## src/rtl/bfiq_pkg.sv

```systemverilog
package bfiq_pkg;

  // default sizes of the filter
  localparam int MAX_BITS_DEF   = 16384;
  localparam int MAX_PROBES_DEF = 8;

  // register reset values, also used when a register holds zero
  localparam int DEFAULT_BITS   = 10000;
  localparam int DEFAULT_PROBES = 3;

  // register and port widths
  localparam int FBITS_W   = 15;
  localparam int PCOUNT_W  = 4;
  localparam int CFG_W     = 15;
  localparam int CFG_IDX_W = 1;
  localparam int BYTE_W    = 8;
  localparam int TDATA_W   = 8;

  // hash: 64-bit wrapping, multiplier 31 done as (x << 5) - x
  localparam int HASH_W     = 64;
  localparam int HASH_SHIFT = 5;

  // store rows of eight bits
  localparam int ROW_BITS  = 8;
  localparam int ROW_SEL_W = 3;

  // modulo unit retires four dividend bits per cycle
  localparam int STEP_BITS = 4;
  localparam int MOD_STEPS = HASH_W / STEP_BITS;
  localparam int MOD_CNT_W = $clog2(MOD_STEPS);

  // register indexes
  localparam logic [CFG_IDX_W-1:0] REG_FILTER_BITS = 1'b0;
  localparam logic [CFG_IDX_W-1:0] REG_PROBE_COUNT = 1'b1;

  typedef enum logic {
    ACT_INSERT = 1'b0,
    ACT_QUERY  = 1'b1
  } action_t;

  // store port commands
  typedef struct packed {
    logic rd;
    logic wr;
  } store_cmd_t;

endpackage

```

## src/rtl/bfiq_mod.sv

```systemverilog
module bfiq_mod #(
  parameter int REM_W = $clog2(bfiq_pkg::MAX_BITS_DEF + 1)
) (
  input  logic                      clk,
  input  logic                      rst,
  input  logic                      start,
  input  logic [bfiq_pkg::HASH_W-1:0] dividend,
  input  logic [REM_W-1:0]          modulus,
  output logic                      done,
  output logic [REM_W-1:0]          rem
);
  import bfiq_pkg::*;

  logic [HASH_W-1:0]    num;
  logic [MOD_CNT_W-1:0] cnt;
  logic                 busy;
  logic [REM_W-1:0]     rem_next;

  // restoring remainder, several dividend bits per cycle from the top
  always_comb begin
    logic [REM_W:0] t;
    rem_next = rem;
    for (int j = 0; j < STEP_BITS; j++) begin
      t = {rem_next, num[HASH_W-1-j]};
      if (t >= {1'b0, modulus}) begin
        t = t - {1'b0, modulus};
      end
      rem_next = t[REM_W-1:0];
    end
  end

  // step sequencer
  always_ff @(posedge clk) begin
    if (rst) begin
      busy <= 1'b0;
      done <= 1'b0;
    end else begin
      done <= !start && busy && (cnt == '0);
      if (start) begin
        num  <= dividend;
        rem  <= '0;
        cnt  <= MOD_CNT_W'(MOD_STEPS - 1);
        busy <= 1'b1;
      end else if (busy) begin
        num <= num << STEP_BITS;
        rem <= rem_next;
        cnt <= cnt - 1'b1;
        if (cnt == '0) begin
          busy <= 1'b0;
        end
      end
    end
  end

endmodule

```

## config.mk

```make
export PLATFORM = sky130hd
export DESIGN_NAME = bfiq_mod
export DESIGN_NICKNAME = d
export VERILOG_FILES = /design/src/rtl/bfiq_pkg.sv /design/src/rtl/bfiq_mod.sv
export SDC_FILE = /design/constraint.sdc
export NUM_CORES = 1
export LEC_CHECK = 0
export ABC_AREA = 0
export BUFFER_PORTS_ARGS = -buffer_cell sky130_fd_sc_hd__buf_2
export CAP_MARGIN = 15
export CORE_MARGIN = 2
export CORE_UTILIZATION = 45
export CTS_CLUSTER_DIAMETER = 60
export DETAILED_ROUTE_END_ITERATION = 6
export GPL_TIMING_DRIVEN = 0
export SLEW_MARGIN = 20
export SYNTH_ARGS = -nofsm -noshare
export SYNTH_HDL_FRONTEND = slang
export SYNTH_SLANG_ARGS = --single-unit
```

## constraint.sdc

```tcl
create_clock -name clk -period 16.7 [get_ports clk]
set_clock_uncertainty 0.1 [all_clocks]
set_input_delay 4.175 -clock clk [delete_from_list [all_inputs] [get_ports clk]]
set_output_delay 4.175 -clock clk [all_outputs]
set_load 0.1 [all_outputs]
```

==> flow_summary.toml, run 1 <==
[status]
status = "finished, final reports clean"

[critical_path]
endpoint_kind = "register"
critPathMaxFanout = 10
cp.required_ns = 16.68
cp-startpoint = "modulus[9]"
crit_slowest_cell = "o21ai_1"
cpMostUsedCell = "buf_2"
worstSetupPathType = "input pin to register"
arrival_ns = 15.65
cpPeakStageDelay_ns = 0.72
start_kind = "input pin"
reg2reg_from = "rem[8]"

[cells_and_area]
instances_no_fill = 1064
syn2layout_area_growth_pct = 15.4
layout.nets = 990
drive_gt1_share_pct = 26.1
antennaDiodeCount = 0
fillers = 1494
finish.instance_area_mm2 = 0.00842

[logic_synthesis]
synth_area_per_cell_um2 = 9.95
ys.flop_type = "edfxtp_1"
synth_edf_count = 83
synth_area_leader_cell = "edfxtp_1"
netlist.area_leader.share_pct = 34.2
yosys_warnings = 0
syn_area_mm2 = 0.00729
synth_nets = 880
synth-seq-area-share_pct = 34.7
synthCells = 733
async_flop_share_pct = 0
synth_area_leaders = "edfxtp_1 34%, mux2_2 11%, ha_1 10%"
yosysUniqueCellTypes = 66
ys_ff_latch = 85

[floorplanning]
die-area_mm2 = 0.0172
die_h_um = 131
core_region_area_mm2 = 0.0159
start_util_pct = 45.9
fp.dieW_um = 131
io_pins = 98
num_rows = 46

[timing]
rsz0062_at_grt = "no"
hold_slack_ns = 0.375
slew_viol_final = 0
period_minus_slack_ns = 15.67
finalHoldViolations = 0
finalSetupViolCount = 0
maxSlewHeadroom_pct = 39.2
fin_tns_setup_ns = 0
worst_pin_slew_ns = 0.906
fin_crit_sh_pct = 93.9
timing.fmax_ghz = 0.0638

[clock_network]
cts_setup_buffers = 0
numCtsBuffers = 9
clk_pin_slew_ns = 0.07
cts_tree = "done"
cts.sinks = 85
clockRootBuffer = "clkbuf_16"
ctsHoldBuffers = 0
clock_latency_ns = 0.35
cts_htree_levels = 3
cts.repair.resized = 0
clock_path_buffers = 2

[place]
gp_congestion = 0.975
placed_cell_area_mm2 = 0.00811
placedCellCount = 1048
io_buffers = 96
dp_hpwl_um = 15900

[global_route]
grt_pass1_vias = 6503
track_usage_pct = 23.5
grt_pass1_wl_um = 32400
antenna_found_initial = 0
grt_max_degree = 28
grt_overflow_total = 0

[routing]
drt_iter0_drc = 399
drc_errors = 0
viasPerCell = 5.82
first_pass_iters = 7
routed_wl_um = 20000
routedWlPerCell_um = 18.8
num_vias = 6188
antenna_left = 0

[job]
drv_cap = 0

[min_path]
min-delay-start = "busy"
hp-class = "register to register"
-- routing by layer --
metal	up-vias	track usage, %	wire length (um)
met5	-	0	0
met4	0	6.46	313
met3	29	4.40	1090
met2	192	41.4	9640
met1	2974	29.5	8950
li1	2993	-	-
-- layout make-up --
type | count | area (um^2) | share of cell area [%]
timing repair buffer | 99 | 541 | 6.42
tap | 216 | 270 | 3.21
buffer | 20 | 92.6 | 1.10
sequential | 85 | 2530 | 30.1
inverter | 50 | 188 | 2.23
clock inverter | 6 | 77.6 | 0.921
multi-input combinational | 578 | 4490 | 53.3
clock buffer | 10 | 229 | 2.72
-- path summary, 6_finish.rpt --
| kind | to | slack (ns) | cells after the start |
|---|---|---|---|
| worst max-delay path | rem[1] | 1.03 | 42 |
| worst min-delay path | done | 0.38 | 2 |
| worst max register to register | rem[1] | 4.60 | 40 |
| worst min register to register | done | 0.38 | 2 |
-- cell usage in the layout, fill, tap and decap left out, drive strengths merged, types with 13 or more instances in the layout --
cell,netlist,layout
a21oi,57,57
xor2,17,17
xnor2,23,23
o21a,14,14
clkbuf,9,19
inv,49,53
or3,13,13
nor2,43,43
mux2,71,71
edfxtp,83,83
nand3,15,15
buf,11,110
ha,61,61
o21ai,48,48
nand2,42,42
nor3,15,15
mux2i,15,15
-- flip-flops by register name, summed over array words and instances (netlist names) --
| signal | flops |
|---|---|
| cnt | 4 |
| busy | 1 |
| done | 1 |
| rem | 15 |
| num | 64 |
-- metrics by stage --
step | util [%] | worst slack, ns
after CTS | 53.0 | 1.06
after floorplan | - | 3.67
after detailed placement | 51.1 | 0.739
after global placement | 50.6 | 0.823
after global routing | 53.0 | 0.0896
final | 53.0 | 1.03
-- synth_stat cells, types with 7 or more instances --
cell type / count
a21o_1: 11
a21oi_1: 54
and2_1: 7
buf_2: 8
clkbuf_1: 9
edfxtp_1: 83
ha_1: 61
inv_1: 49
mux2_2: 71
mux2i_1: 15
nand2_1: 41
nand2b_1: 12
nand3_1: 14
nand4_1: 12
nor2_1: 43
nor2b_1: 8
nor3_1: 15
o211ai_1: 7
o21a_1: 14
o21ai_0: 34
o21ai_1: 12
o221ai_2: 8
o22ai_1: 7
or3_1: 13
xnor2_1: 23
xor2_1: 17
-- worst max-delay path: cells and delay by family --
family	cells	cell delay, ns
mux	2	0.73
fa+ha+maj	4	1.37
compound gates	19	5.94
buf+inv	9	1.77
simple gates	8	1.61
-- logic make-up (layout without fill, tap and decap cells) --
logic type / count (synthesis) / in the layout / synth area share, %
AOI/OAI and AO/OA: 202 / 202 / 19.3
and+or+nand+nor: 185 / 185 / 12.7
buffers and inverters: 70 / 185 / 3.84
DFF: 85 / 85 / 34.7
adders and majority gates: 65 / 65 / 11.6
muxes: 86 / 86 / 13.0
xor gates and xnor gates: 40 / 40 / 4.80
Power of run 1 is left out: the tool's default activity adds up to more than one toggle a clock period on the data nets, which glitch-free logic cannot reach.
==> run 2: changes to the inputs <==
ABC_AREA = 1   (was 0)
==> flow_summary.toml, run 2 <==
[status]
status = "finished, final reports clean"

[critical_path]
start_kind = "input pin"
worstSetupPathType = "input pin to register"
cp.required_ns = 16.69
cpPeakStageDelay_ns = 0.54
crit_family = "simple AND/OR/NAND/NOR gates"
cp_num_buf_inv = 12
endpoint_kind = "register"
crit_slowest_cell = "fa_1"
cpMostUsedCell = "nand2_1"
reg2regPathDepth = 53
crit_cells = 52
critPathMaxFanout = 10
arrival_ns = 12.74

[logic_synthesis]
ys.flop_type = "edfxtp_1"
synth-seq-area-share_pct = 34.0
yosysUniqueCellTypes = 38
synth_area_leader_cell = "edfxtp_1"
yosys_warnings = 0
synth_edf_count = 83
synth_common_cells = "425 x nand2_1, 125 x inv_1, 83 x edfxtp_1"
synth_nets = 1200
synthCells = 1053
yosysMostFrequentCell = "nand2_1"
async_flop_share_pct = 0
netlist.area_leader.share_pct = 33.5
synth_area_leaders = "edfxtp_1 33%, nand2_1 21%, ha_1 10%"
syn_area_mm2 = 0.00745
ys_ff_latch = 85
synth_area_per_cell_um2 = 7.08

[cells_and_area]
largest_register_ffs = 64
antennaDiodeCount = 0
reg.largest.list = "num x64, rem x15, cnt x4"
final_common_cell = "nand2_1"
largest_register = "num"
layout.nets = 1311
finish.instance_area_mm2 = 0.00861
fillers = 1682
syn2layout_area_growth_pct = 15.5
instances_no_fill = 1389
final_cell_mix = "425 x nand2_1, 125 x inv_1, 101 x buf_2"
drive_gt1_share_pct = 13.2

[min_path]
worstHoldPathCells = 2
hp-class = "register to register"

[timing]
maxSlewHeadroom_pct = 54.6
worst_pin_slew_ns = 0.681
finalHoldViolations = 0
period_minus_slack_ns = 12.75
slew_viol_final = 0
fin_tns_setup_ns = 0
finalSetupViolCount = 0
rsz0062_at_grt = "no"
fin_crit_sh_pct = 76.4
setup_ws_ns = 3.95
timing.fmax_ghz = 0.0784

[floorplanning]
fp.dieW_um = 133
die_h_um = 133
io_pins = 98
start_util_pct = 45.4
num_rows = 47
die-area_mm2 = 0.0176
core_region_area_mm2 = 0.0164

[routing]
routedWlPerCell_um = 15.1
drt_iter0_drc = 372
first_pass_iters = 6
routed_wl_um = 20900
num_vias = 6927
drc_errors = 0
viasPerCell = 4.99
antenna_left = 0

[clock_network]
cts.sinks = 85
numCtsBuffers = 9
cts_setup_buffers = 0
clock_path_buffers = 2
cts_tree = "done"
cts.repair.resized = 0
clockRootBuffer = "clkbuf_16"
clock_latency_ns = 0.34
clk_pin_slew_ns = 0.07
cts_htree_levels = 3
ctsHoldBuffers = 0

[place]
dp_hpwl_um = 16700
dp_slack_ns = 3.68
io_buffers = 96
gp_congestion = 0.885
placedCellCount = 1373
placed_cell_area_mm2 = 0.00833

[global_route]
grt_overflow_total = 0
grt_pass1_vias = 6402
grt_pass1_wl_um = 32600
antenna_found_initial = 0
track_usage_pct = 23.9
grt_max_degree = 24

[job]
drv_cap = 0
run 2: cell types whose count changed after synthesis, moves of 9 or more:
cell,change
nand2_1,+384
inv_1,+76
mux2_2,-71
nand3_1,+41
mux2i_1,-15
nor2_1,+14
or3_1,-13
nand2b_1,-12
o21ai_1,-11
nor3_1,-10
o21a_1,-10
clkbuf_1,+9
run 2: cells by family (layout without fill, tap and decap cells):
logic type               after synthesis  after routing  share of synthesized area, %
buffers and inverters                161            277                          8.40
XOR/XNOR                              47             47                          5.52
AO/OA/AOI/OAI                        117            117                          8.72
AND/OR/NAND/NOR                      578            578                          32.1
adder cells (fa/ha/maj)               65             65                          11.3
flip-flops                            85             85                          34.0
run 2: path summary, 6_finish.rpt:
path | startpoint | end | slack [ns]
max | modulus[1] | rem[4] | 3.95
min | num[57] | num[61] | 0.41
max reg2reg | num[63] | rem[4] | 7.58
min reg2reg | num[57] | num[61] | 0.41
run 2: per-layer routing:
| metal | routed length [um] | track usage, % | vias up |
|---|---|---|---|
| met5 | 0 | 0 | - |
| met4 | 655 | 8.24 | 0 |
| met3 | 1170 | 3.30 | 38 |
| met2 | 9650 | 40.3 | 194 |
| met1 | 9470 | 31.5 | 3073 |
| li1 | - | - | 3622 |
run 2: layout make-up:
class | count | area (um^2) | area share, %
plain buffers | 28 | 126 | 1.47
well taps | 220 | 275 | 3.20
flip-flops and latches | 85 | 2530 | 29.4
inverters | 133 | 499 | 5.80
clock inverters | 7 | 55.1 | 0.640
multi-input cells | 807 | 4300 | 50.0
repair buffers | 100 | 591 | 6.86
clock buffers | 9 | 225 | 2.62
run 2: tightest hold or removal path: stages, from the launching register on:
cell      delay (ns)
edfxtp_1        0.32
nand2_1         0.05
nand2_1         0.04
run 2: stage by stage:
| step | hold slack, ns | util, % |
|---|---|---|
| 2_1_floorplan | 0.321 | - |
| 3_3_place_gp | 0.331 | 50.0 |
| 3_5_place_dp | 0.397 | 50.8 |
| 4_1_cts | 0.410 | 52.5 |
| 5_1_grt | 0.417 | 52.5 |
| 6_report | 0.408 | 52.5 |
Power of run 2 is left out for the same reason.
